[src/design/ima_enc_pkg.sv]
package ima_enc_pkg;

    localparam logic [6:0] MaxStepPos = 7'd88;

    localparam logic signed [17:0] PcmMax = 18'sd32767;
    localparam logic signed [17:0] PcmMin = -18'sd32768;

    typedef struct packed {
        logic [3:0]         code;
        logic signed [15:0] pred;
        logic [6:0]         idx;
    } t_enc_result;

    // standard 89-entry step size table
    function automatic logic [14:0] step_size(input logic [6:0] pos);
        logic [14:0] s;
        begin
            case (pos)
                7'd0:  s = 15'd7;     7'd1:  s = 15'd8;     7'd2:  s = 15'd9;
                7'd3:  s = 15'd10;    7'd4:  s = 15'd11;    7'd5:  s = 15'd12;
                7'd6:  s = 15'd13;    7'd7:  s = 15'd14;    7'd8:  s = 15'd16;
                7'd9:  s = 15'd17;    7'd10: s = 15'd19;    7'd11: s = 15'd21;
                7'd12: s = 15'd23;    7'd13: s = 15'd25;    7'd14: s = 15'd28;
                7'd15: s = 15'd31;    7'd16: s = 15'd34;    7'd17: s = 15'd37;
                7'd18: s = 15'd41;    7'd19: s = 15'd45;    7'd20: s = 15'd50;
                7'd21: s = 15'd55;    7'd22: s = 15'd60;    7'd23: s = 15'd66;
                7'd24: s = 15'd73;    7'd25: s = 15'd80;    7'd26: s = 15'd88;
                7'd27: s = 15'd97;    7'd28: s = 15'd107;   7'd29: s = 15'd118;
                7'd30: s = 15'd130;   7'd31: s = 15'd143;   7'd32: s = 15'd157;
                7'd33: s = 15'd173;   7'd34: s = 15'd190;   7'd35: s = 15'd209;
                7'd36: s = 15'd230;   7'd37: s = 15'd253;   7'd38: s = 15'd279;
                7'd39: s = 15'd307;   7'd40: s = 15'd337;   7'd41: s = 15'd371;
                7'd42: s = 15'd408;   7'd43: s = 15'd449;   7'd44: s = 15'd494;
                7'd45: s = 15'd544;   7'd46: s = 15'd598;   7'd47: s = 15'd658;
                7'd48: s = 15'd724;   7'd49: s = 15'd796;   7'd50: s = 15'd876;
                7'd51: s = 15'd963;   7'd52: s = 15'd1060;  7'd53: s = 15'd1166;
                7'd54: s = 15'd1282;  7'd55: s = 15'd1411;  7'd56: s = 15'd1552;
                7'd57: s = 15'd1707;  7'd58: s = 15'd1878;  7'd59: s = 15'd2066;
                7'd60: s = 15'd2272;  7'd61: s = 15'd2499;  7'd62: s = 15'd2749;
                7'd63: s = 15'd3024;  7'd64: s = 15'd3327;  7'd65: s = 15'd3660;
                7'd66: s = 15'd4026;  7'd67: s = 15'd4428;  7'd68: s = 15'd4871;
                7'd69: s = 15'd5358;  7'd70: s = 15'd5894;  7'd71: s = 15'd6484;
                7'd72: s = 15'd7132;  7'd73: s = 15'd7845;  7'd74: s = 15'd8630;
                7'd75: s = 15'd9493;  7'd76: s = 15'd10442; 7'd77: s = 15'd11487;
                7'd78: s = 15'd12635; 7'd79: s = 15'd13899; 7'd80: s = 15'd15289;
                7'd81: s = 15'd16818; 7'd82: s = 15'd18500; 7'd83: s = 15'd20350;
                7'd84: s = 15'd22385; 7'd85: s = 15'd24623; 7'd86: s = 15'd27086;
                7'd87: s = 15'd29794;
                default: s = 15'd32767;
            endcase
            return s;
        end
    endfunction

    // index adjustment chosen by the magnitude bits of the code
    function automatic logic signed [4:0] index_move(input logic [2:0] mag);
        logic signed [4:0] m;
        begin
            case (mag)
                3'd4:    m = 5'sd2;
                3'd5:    m = 5'sd4;
                3'd6:    m = 5'sd6;
                3'd7:    m = 5'sd8;
                default: m = -5'sd1;
            endcase
            return m;
        end
    endfunction

endpackage

[src/design/ima_enc_step.sv]
module ima_enc_step (
    input  logic signed [15:0]      i_sample,
    input  logic signed [15:0]      i_pred,
    input  logic [6:0]              i_idx,
    output ima_enc_pkg::t_enc_result o_res
);

    always_comb begin
        logic [6:0]         pos;
        logic [14:0]        step;
        logic signed [16:0] diff;
        logic               neg;
        logic [16:0]        mag;
        logic [16:0]        rem;
        logic [16:0]        vp;
        logic [2:0]         bits;
        logic signed [17:0] np;
        logic signed [4:0]  mv;
        logic signed [7:0]  ni;

        pos  = (i_idx > ima_enc_pkg::MaxStepPos) ? ima_enc_pkg::MaxStepPos : i_idx;
        step = ima_enc_pkg::step_size(pos);
        diff = {i_sample[15], i_sample} - {i_pred[15], i_pred};
        neg  = diff[16];
        mag  = neg ? 17'(-diff) : 17'(diff);

        // three successive-approximation compares against step, step/2, step/4
        rem = mag;
        vp  = {5'd0, step[14:3]};
        bits[2] = (rem >= {2'd0, step});
        if (bits[2]) begin
            rem = rem - {2'd0, step};
            vp  = vp + {2'd0, step};
        end
        bits[1] = (rem >= {3'd0, step[14:1]});
        if (bits[1]) begin
            rem = rem - {3'd0, step[14:1]};
            vp  = vp + {3'd0, step[14:1]};
        end
        bits[0] = (rem >= {4'd0, step[14:2]});
        if (bits[0]) begin
            vp = vp + {4'd0, step[14:2]};
        end

        np = neg ? ({{2{i_pred[15]}}, i_pred} - $signed({1'b0, vp}))
                 : ({{2{i_pred[15]}}, i_pred} + $signed({1'b0, vp}));
        if (np > ima_enc_pkg::PcmMax) begin
            o_res.pred = 16'sh7FFF;
        end else if (np < ima_enc_pkg::PcmMin) begin
            o_res.pred = 16'sh8000;
        end else begin
            o_res.pred = np[15:0];
        end

        mv = ima_enc_pkg::index_move(bits);
        ni = $signed({1'b0, pos}) + {{3{mv[4]}}, mv};
        if (ni[7]) begin
            o_res.idx = 7'd0;
        end else if (ni[6:0] > ima_enc_pkg::MaxStepPos) begin
            o_res.idx = ima_enc_pkg::MaxStepPos;
        end else begin
            o_res.idx = ni[6:0];
        end

        o_res.code = {neg, bits};
    end

endmodule

[src/design/ima_adpcm_encoder_core.sv]
// IMA ADPCM 4-bit encoder. Each input beat carries one signed 16-bit sample; the
// block keeps the predictor and step index and packs two codes per output byte,
// earlier code in the low nibble. Samples land in an input register, are encoded
// from there by a single encoder (step table lookup, three compares, predictor
// and index update) and the byte goes to an output register, so a beat is taken
// every cycle while the output is free. The one exception is a first-nibble beat
// with end_of_block set: the zero-sample pad then occupies the shared encoder, so
// the next beat waits. With the output free, the beat completing a byte passes the
// input register and then the output register (a padded byte also the pad state).
module ima_adpcm_encoder_core (
    input  logic               i_clk,
    input  logic               i_rst_n,
    input  logic               i_in_valid,
    output logic               o_in_ready,
    input  logic signed [15:0] i_sample,
    input  logic               i_restart,
    input  logic               i_end_of_block,
    output logic               o_out_valid,
    input  logic               i_out_ready,
    output logic [7:0]         o_packed_byte
);

    logic               r_in_vld, n_in_vld;
    logic signed [15:0] r_sample;
    logic               r_restart;
    logic               r_eob;

    logic signed [15:0] r_pred, n_pred;
    logic [6:0]         r_idx, n_idx;
    logic               r_phase, n_phase;
    logic [3:0]         r_held, n_held;
    logic               r_pad, n_pad;

    logic               r_out_vld, n_out_vld;
    logic [7:0]         r_out_byte, n_out_byte;

    logic               out_free;
    logic               phase_eff;
    logic               consume;
    logic               fire_pad;
    logic               in_ready;
    logic signed [15:0] enc_sample;
    logic signed [15:0] enc_pred;
    logic [6:0]         enc_idx;

    ima_enc_pkg::t_enc_result enc_res;

    ima_enc_step u_step (
        .i_sample (enc_sample),
        .i_pred   (enc_pred),
        .i_idx    (enc_idx),
        .o_res    (enc_res)
    );

    always_comb begin
        out_free  = !r_out_vld || i_out_ready;
        phase_eff = r_restart ? 1'b0 : r_phase;
        fire_pad  = r_pad && out_free;
        consume   = !r_pad && r_in_vld && (!phase_eff || out_free);
        in_ready  = !r_in_vld || consume;

        // the pad encodes a zero sample from the live state, never restarted
        enc_sample = r_pad ? 16'sd0 : r_sample;
        enc_pred   = (!r_pad && r_restart) ? 16'sd0 : r_pred;
        enc_idx    = (!r_pad && r_restart) ? 7'd0 : r_idx;

        n_in_vld   = in_ready ? i_in_valid : r_in_vld;
        n_pred     = r_pred;
        n_idx      = r_idx;
        n_phase    = r_phase;
        n_held     = r_held;
        n_pad      = r_pad;
        n_out_vld  = r_out_vld && !i_out_ready;
        n_out_byte = r_out_byte;

        if (fire_pad) begin
            n_pred     = enc_res.pred;
            n_idx      = enc_res.idx;
            n_pad      = 1'b0;
            n_out_vld  = 1'b1;
            n_out_byte = {enc_res.code, r_held};
        end else if (consume) begin
            n_pred = enc_res.pred;
            n_idx  = enc_res.idx;
            if (!phase_eff) begin
                n_held  = enc_res.code;
                n_phase = !r_eob;
                n_pad   = r_eob;
            end else begin
                n_phase    = 1'b0;
                n_out_vld  = 1'b1;
                n_out_byte = {enc_res.code, r_held};
            end
        end
    end

    always_ff @(posedge i_clk) begin
        if (!i_rst_n) begin
            r_in_vld  <= 1'b0;
            r_pred    <= 16'sd0;
            r_idx     <= 7'd0;
            r_phase   <= 1'b0;
            r_held    <= 4'd0;
            r_pad     <= 1'b0;
            r_out_vld <= 1'b0;
        end else begin
            r_in_vld  <= n_in_vld;
            r_pred    <= n_pred;
            r_idx     <= n_idx;
            r_phase   <= n_phase;
            r_held    <= n_held;
            r_pad     <= n_pad;
            r_out_vld <= n_out_vld;
        end
    end

    always_ff @(posedge i_clk) begin
        if (in_ready && i_in_valid) begin
            r_sample  <= i_sample;
            r_restart <= i_restart;
            r_eob     <= i_end_of_block;
        end
        r_out_byte <= n_out_byte;
    end

    assign o_in_ready    = in_ready;
    assign o_out_valid   = r_out_vld;
    assign o_packed_byte = r_out_byte;

    a_idx_range: assert property (@(posedge i_clk) disable iff (!i_rst_n)
        r_idx <= ima_enc_pkg::MaxStepPos)
        else $error("step index out of range");

    a_pad_phase: assert property (@(posedge i_clk) disable iff (!i_rst_n)
        r_pad |-> !r_phase)
        else $error("pad pending while waiting for high nibble");

    a_out_source: assert property (@(posedge i_clk) disable iff (!i_rst_n)
        $rose(o_out_valid) |-> $past(r_pad || r_in_vld))
        else $error("output byte without an encode");

    a_pad_blocks: assert property (@(posedge i_clk) disable iff (!i_rst_n)
        (r_pad && r_in_vld) |-> !o_in_ready)
        else $error("input taken while pad pending");

endmodule
[config.mk]
export PLATFORM = sky130hd
export DESIGN_NAME = ima_adpcm_encoder_core
export DESIGN_NICKNAME = d
export VERILOG_FILES = /design/src/design/ima_enc_pkg.sv /design/src/design/ima_enc_step.sv /design/src/design/ima_adpcm_encoder_core.sv
export SDC_FILE = /design/constraint.sdc
export NUM_CORES = 1
export LEC_CHECK = 0
export ABC_CLOCK_PERIOD_IN_PS = 43200
export BUFFER_PORTS_ARGS = -buffer_cell sky130_fd_sc_hd__buf_2
export CAP_MARGIN = 10
export CORE_UTILIZATION = 35
export CTS_CLUSTER_SIZE = 25
export DETAILED_ROUTE_END_ITERATION = 8
export PLACE_DENSITY_LB_ADDON = 0.2
export SYNTH_ARGS = -nofsm -noshare
export SYNTH_HDL_FRONTEND = slang
export SYNTH_SLANG_ARGS = --single-unit
[constraint.sdc]
create_clock -name i_clk -period 43.2 [get_ports i_clk]
set_input_delay 8.64 -clock i_clk [delete_from_list [all_inputs] [get_ports i_clk]]
set_output_delay 8.64 -clock i_clk [all_outputs]
set_load 0.005 [all_outputs]
**Word level (Yosys, flattened, before mapping)**

Memory sizes are Yosys's and may differ from the RTL's.
Index checks and enable logic that the tools add are counted.

- Register bits: 57
- Memory bits (read-only): 1920
- Bits of input ports: 22
- Memories: 1

Memories:

| name | depth | width | read ports | clocked after Yosys merged registers in | write ports | RTL line | text |
|---|---|---|---|---|---|---|---|
| (name not given) | 128 | 15 | 1 | 0 | 0 | ima_enc_pkg.sv:18 | `case (pos)` |

- Add/subtract/negate cells: 10
- $lt $le $gt $ge: 7
- Equal/unequal tests: 4
- Mux-type cells: 28
- Bitwise gates (word level): 3
- Reductions and logical operators: 22

Operator list:

| cell | number |
|---|---|
| 2-to-1 mux 17 bit | 6 |
| 2-to-1 mux 16 bit | 6 |
| 2-to-1 mux 7 bit | 6 |
| 2-to-1 mux 8 bit | 3 |
| case mux 5 bit (4 select lines) | 1 |
| adder 18 x 17 -> 18 bit | 1 |
| greater-than comparator 18 x 16 -> 1 bit, second input constant | 1 |
| < comparator 18 x 16 -> 1 bit, second input constant | 1 |
| 2-to-1 mux 18 bit | 1 |
| subtractor 18 x 17 -> 18 bit | 1 |
| adder 17 x 13 -> 17 bit | 1 |
| adder 17 x 14 -> 17 bit | 1 |
| greater-or-equal comparator 17 x 13 -> 1 bit | 1 |
| greater-or-equal comparator 17 x 14 -> 1 bit | 1 |
| greater-or-equal comparator 17 x 15 -> 1 bit | 1 |
| negation 17 bit | 1 |
| subtractor 16 x 16 -> 17 bit | 1 |
| subtractor 17 x 14 -> 17 bit | 1 |
| subtractor 17 x 15 -> 17 bit | 1 |
| adder 12 x 15 -> 16 bit | 1 |
| greater-than comparator 7 bit, second input constant | 2 |
| equality test 3 bit, second input constant | 4 |
| adder 7 x 8 -> 8 bit | 1 |
| logical AND 1 bit | 6 |
| 8 further kinds | 24 |

**Depth between registers and ports, before layout**

- Word-level depth: 19
- Depth in mapped cells: 87

**Hierarchy**

From an unflattened synthesis, not the netlist that was laid out.

- Cell total of the unflattened synthesis: 1630
- Area, all modules: 11921.4 µm²

Modules (own cells, without submodules):

| module | instances | cells an instance | area an instance (µm²) | sequential area each (µm²) |
|---|---|---|---|---|
| ima_enc_step | 1 | 1467 | 9804.4 | 0.0 |
| ima_adpcm_encoder_core | 1 | 163 | 2117.0 | 1401.3 |

**Worst setup path after synthesis**

OpenSTA, ideal clock, no wires.

- Path type: input port to output port
- Start: input i_out_ready
- End: output o_in_ready
- Data arrival time: 9163 ps
- Required time: 34560 ps
- Slack: 25397 ps
- Cell stages on the path: 4
- Path buffers: 0
- Cells stage by stage: nor2b_1 > o21ai_0 > nor2_1 > inv_1

- Longest elaborated chain between the ends: 4

RTL lines:

| what | RTL line | text |
|---|---|---|
| from (decl) | ima_adpcm_encoder_core.sv:19 | `input logic i_out_ready,` |
| logical OR 1 bit | ima_adpcm_encoder_core.sv:56 | `out_free = !r_out_vld \|\| i_out_ready;` |
| logical OR 1 bit | ima_adpcm_encoder_core.sv:59 | `consume = !r_pad && r_in_vld && (!phase_eff \|\| out_free);` |
| logical AND 1 bit | ima_adpcm_encoder_core.sv:59 |  |
| logical OR 1 bit | ima_adpcm_encoder_core.sv:60 | `in_ready = !r_in_vld \|\| consume;` |
| to (decl) | ima_adpcm_encoder_core.sv:14 | `output logic o_in_ready,` |

No other way between the ends.

**Worst setup path after layout**

- Start: register r_pad
- End: register r_pred[3]

- Longest elaborated chain between the ends: 19

RTL lines:

| what | RTL line | text |
|---|---|---|
| from (decl) | ima_adpcm_encoder_core.sv:32 | `logic r_pad, n_pad;` |
| from (signal assigned) | ima_adpcm_encoder_core.sv:112 | `r_pad <= n_pad;` |
| logical NOT 1 bit | ima_adpcm_encoder_core.sv:59, ima_adpcm_encoder_core.sv:64, ima_adpcm_encoder_core.sv:65 |  |
| logical AND 1 bit | ima_adpcm_encoder_core.sv:64, ima_adpcm_encoder_core.sv:65 |  |
| 2-to-1 mux 16 bit or 2-to-1 mux 7 bit (tied branches) | ima_adpcm_encoder_core.sv:64, ima_adpcm_encoder_core.sv:65 |  |
| subtractor 16 x 16 -> 17 bit or greater-than comparator 7 bit (tied branches) | ima_enc_step.sv:23, ima_enc_step.sv:21 |  |
| negation 17 bit or 2-to-1 mux 7 bit (tied branches) | ima_enc_step.sv:25, ima_enc_step.sv:21 |  |
| 2-to-1 mux 17 bit or memory read (128 x 15 bit) (tied branches) | n/a |  |
| greater-or-equal comparator 17 x 15 -> 1 bit (tied with other cells) | ima_enc_step.sv:30 | `bits[2] = (rem >= {2'd0, step});` |
| 2-to-1 mux 17 bit | ima_enc_step.sv:31 | `if (bits[2]) begin` |
| (+3 left out) | n/a |  |
| 2-to-1 mux 17 bit | ima_enc_step.sv:41 | `if (bits[0]) begin` |
| adder 18 x 17 -> 18 bit or subtractor 18 x 17 -> 18 bit (tied branches) | ima_enc_step.sv:46, ima_enc_step.sv:45 |  |
| 2-to-1 mux 18 bit | ima_enc_step.sv:45 | `np = neg ? ({{2{i_pred[15]}}, i_pred} - $signed({1'b0, vp}))` |
| < comparator 18 x 16 -> 1 bit | ima_enc_step.sv:49 | `end else if (np < ima_enc_pkg::PcmMin) begin` |
| 2-to-1 mux 16 bit | ima_enc_step.sv:49 |  |
| 2-to-1 mux 16 bit | ima_enc_step.sv:47 | `if (np > ima_enc_pkg::PcmMax) begin` |
| 2-to-1 mux 16 bit | ima_adpcm_encoder_core.sv:82 | `end else if (consume) begin` |
| 2-to-1 mux 16 bit | ima_adpcm_encoder_core.sv:76 | `if (fire_pad) begin` |
| to (signal assigned) | ima_adpcm_encoder_core.sv:108 | `r_pred <= n_pred;` |
| to (decl) | ima_adpcm_encoder_core.sv:28 | `logic signed [15:0] r_pred, n_pred;` |

Parallel ways exist; a longest one is shown, timed or not. The select of a mux whose other input is x is not followed.
A chain may end at the register's enable or synchronous reset.

==> flow_summary_export.csv <==
group,metric,value,unit
finish,n_antenna_cell,0,
sta,slew_headroom,29.3,%
cts,cts_buffers,9,
run,max-cap-violations,0,
yosys,synth_cells,1595,
yosys,synth_top_area_share,15.3,%
critical_path,end_kind,"flip-flop",
sta,worst_slew_pin_slew,1060,ps
sta,hold_viol_final,0,
sta,hold-worst-slack,449,ps
sta,fin_crit_sh,44.7,%
cts,clk_path_buf_depth,2,
yosys,synth_seq_cells,57,
placement,routabilityCongestion,0.894,
sta,fin_worst_skew,11.5,ps
hold_path,hold_class,"reg -> reg",
route,via_count,11800,
cts,htree_levels,3,
yosys,async_flop_share,0,%
die,core_area,32500,sq um
cts,cts_resized,0,
sta,layout_min_cycle_time,19320,ps
cts,cts_root_buffer,"clkbuf_16",
finish,fin_cells,2035,
grt,grt_pass1_vias,11000,
critical_path,crit_family,"compound AO/OA/AOI/OAI gates",
placement,hpwlAfterDp,29500,um
placement,io_buffers,31,
critical_path,critPathLaunchType,"flip-flop",
run_status,run_status,"completed",
die,fp.dieH,184,um
route,vias_per_cell,5.82,
finish,syn2layout_area_growth,7.77,%
yosys,yosysSeqAreaShare,12.1,%
yosys,yosysMostFrequentCell,"nand2_1",
yosys,synth_cell_type_count,90,
sta,finalSetupViolCount,0,
grt,grt_overflow,0,
cts,numClockSinks,57,
critical_path,crit_buf_inv,10,
route,drc,0,
yosys,synth_top_cell_by_area,"ha_1",
route,wl,37400,um
die,io_pins,32,
critical_path,crit_path_max_incr_delay,900,ps
die,die_area,33800,sq um
route,ant_nets,0,
yosys,ys_warn_count,0,
yosys,synth_area_leaders,"ha_1 15%, edfxtp_1 6.7%, a21oi_1 5.9%",
yosys,syn_nets,1767,
cts,cts_tree,"done",
yosys,synth_flop_cell,"dfxtp_1",
cts,clk_pin_slew,50,ps
die,dieWidth,184,um
grt,grt_use_total,22.1,%
critical_path,critPathKind,"reg -> reg",
yosys,synth_edf_count,26,
sta,fmaxAchievable,51.8,MHz
critical_path,cp_max_fo,38,
critical_path,cp.arrival,19490,ps
route,wl_per_cell,18.4,um
yosys,syn_area,11600,sq um
cts,cts_setup_buffers,0,
route,drtIter0Drc,1058,
critical_path,rrSetupSlack,23880,ps
finish,drive_above_1_share,6.91,%
finish,final_core_util,38.4,%
die,initial_core_util,35.6,%
grt,grt_pass1_wl,59500,um
yosys,yosys-top-cells-count,"149 x nand2_1, 142 x ha_1, 137 x a21oi_1, 131 x nor2_1, 113 x o21ai_0",
die,rows,66,
cts,clock_latency,330,ps
sta,rsz0062_at_grt,"false",
grt,grt_max_degree,49,
sta,setup_tns,0,ps
critical_path,cp_common_cell,"o21ai_0",
sta,slew_viol_final,0,
critical_path,crit_required,43380,ps
yosys,syn_area_per_cell,7.26,sq um
finish,final_nets,1760,
critical_path,slowest_stage,"nand2b_1",
cts,cts_hold_buf,0,
placement,dp.cells,2018,
route,first_pass_iters,5,
grt,antenna_found_initial,0,
==> stage by stage <==
| step | setup WS (ps) | instance area (sq um) |
|---|---|---|
| 2_1_floorplan | 25400 | 11600 |
| 3_3_place_gp | 24710 | 12200 |
| 3_5_place_dp | 24190 | 12200 |
| 4_1_cts | 24120 | 12500 |
| 5_1_grt | 22390 | 12500 |
| 6_report | 23880 | 12500 |
==> registers in the layout (all words and copies together) (netlist names) <==
signal         flops
r_held             4
r_phase            1
o_out_valid        1
r_idx              7
r_sample          16
r_restart          1
o_packed_byte      8
r_pred            16
r_pad              1
r_in_vld           1
r_eob              1
==> metal layers <==
| metal | vias to the layer above | wire [um] | global-route usage (%) |
|---|---|---|---|
| met2 | 387 | 16200 | 34.3 |
| li1 | 5893 | - | - |
| met1 | 5516 | 18200 | 31.6 |
| met4 | 0 | 847 | 6.73 |
| met5 | - | 0 | 0 |
| met3 | 46 | 2170 | 2.63 |
==> final cells by class <==
| cell class | instances | area (sq um) |
|---|---|---|
| multi-input combinational | 1375 | 9560 |
| inverter | 95 | 357 |
| fill | 3455 | 20100 |
| sequential | 57 | 1400 |
| timing repair buffer | 50 | 303 |
| clock buffer | 10 | 229 |
| clock inverter | 6 | 82.6 |
| tap | 442 | 553 |
==> worst register-to-register path: cells and delay by family (launching register included) <==
kind / cells / cell delay, ps
AO/OA/AOI/OAI: 34 / 6950
XOR/XNOR: 1 / 170
adder cells (fa/ha/maj): 7 / 2070
buffers and inverters: 10 / 2840
flip-flops: 1 / 740
multiplexers: 2 / 830
AND/OR/NAND/NOR: 19 / 5530
==> placed cells by master (no fill, tap or decap), drive strengths merged, types with 23 or more instances in the layout <==
cell type,n
a21o,44
a21oi,137
buf,49
dfxtp,31
edfxtp,26
ha,142
inv,93
mux2i,23
nand2,149
nand2b,34
nand3,24
nor2,132
nor2b,37
nor3,45
o211ai,24
o21ai,118
o22ai,25
xnor2,68
xor2,42
==> logic make-up (layout without fill, tap and decap cells) <==
logic type / after synthesis / count (layout) / synth area share, %
AOI/OAI and AO/OA: 553 / 553 / 31.6
xor gates and xnor gates: 110 / 110 / 8.32
adders and majority gates: 150 / 150 / 16.7
buffers and inverters: 163 / 161 / 5.47
DFF: 57 / 57 / 12.1
muxes: 35 / 35 / 3.49
and+or+nand+nor: 527 / 527 / 22.3
==> worst paths after layout <==
| check | cells after the start | to | start |
|---|---|---|---|
| hold / removal | 0 | o_packed_byte[0] | r_held[0] |
| hold reg to reg | 0 | o_packed_byte[0] | r_held[0] |
| setup / recovery | 73 | r_pred[3] | r_pad |
| setup reg to reg | 73 | r_pred[3] | r_pad |
Power is not shown: default switching activity piles up to over one toggle a cycle in this logic, so the estimate is an artifact.
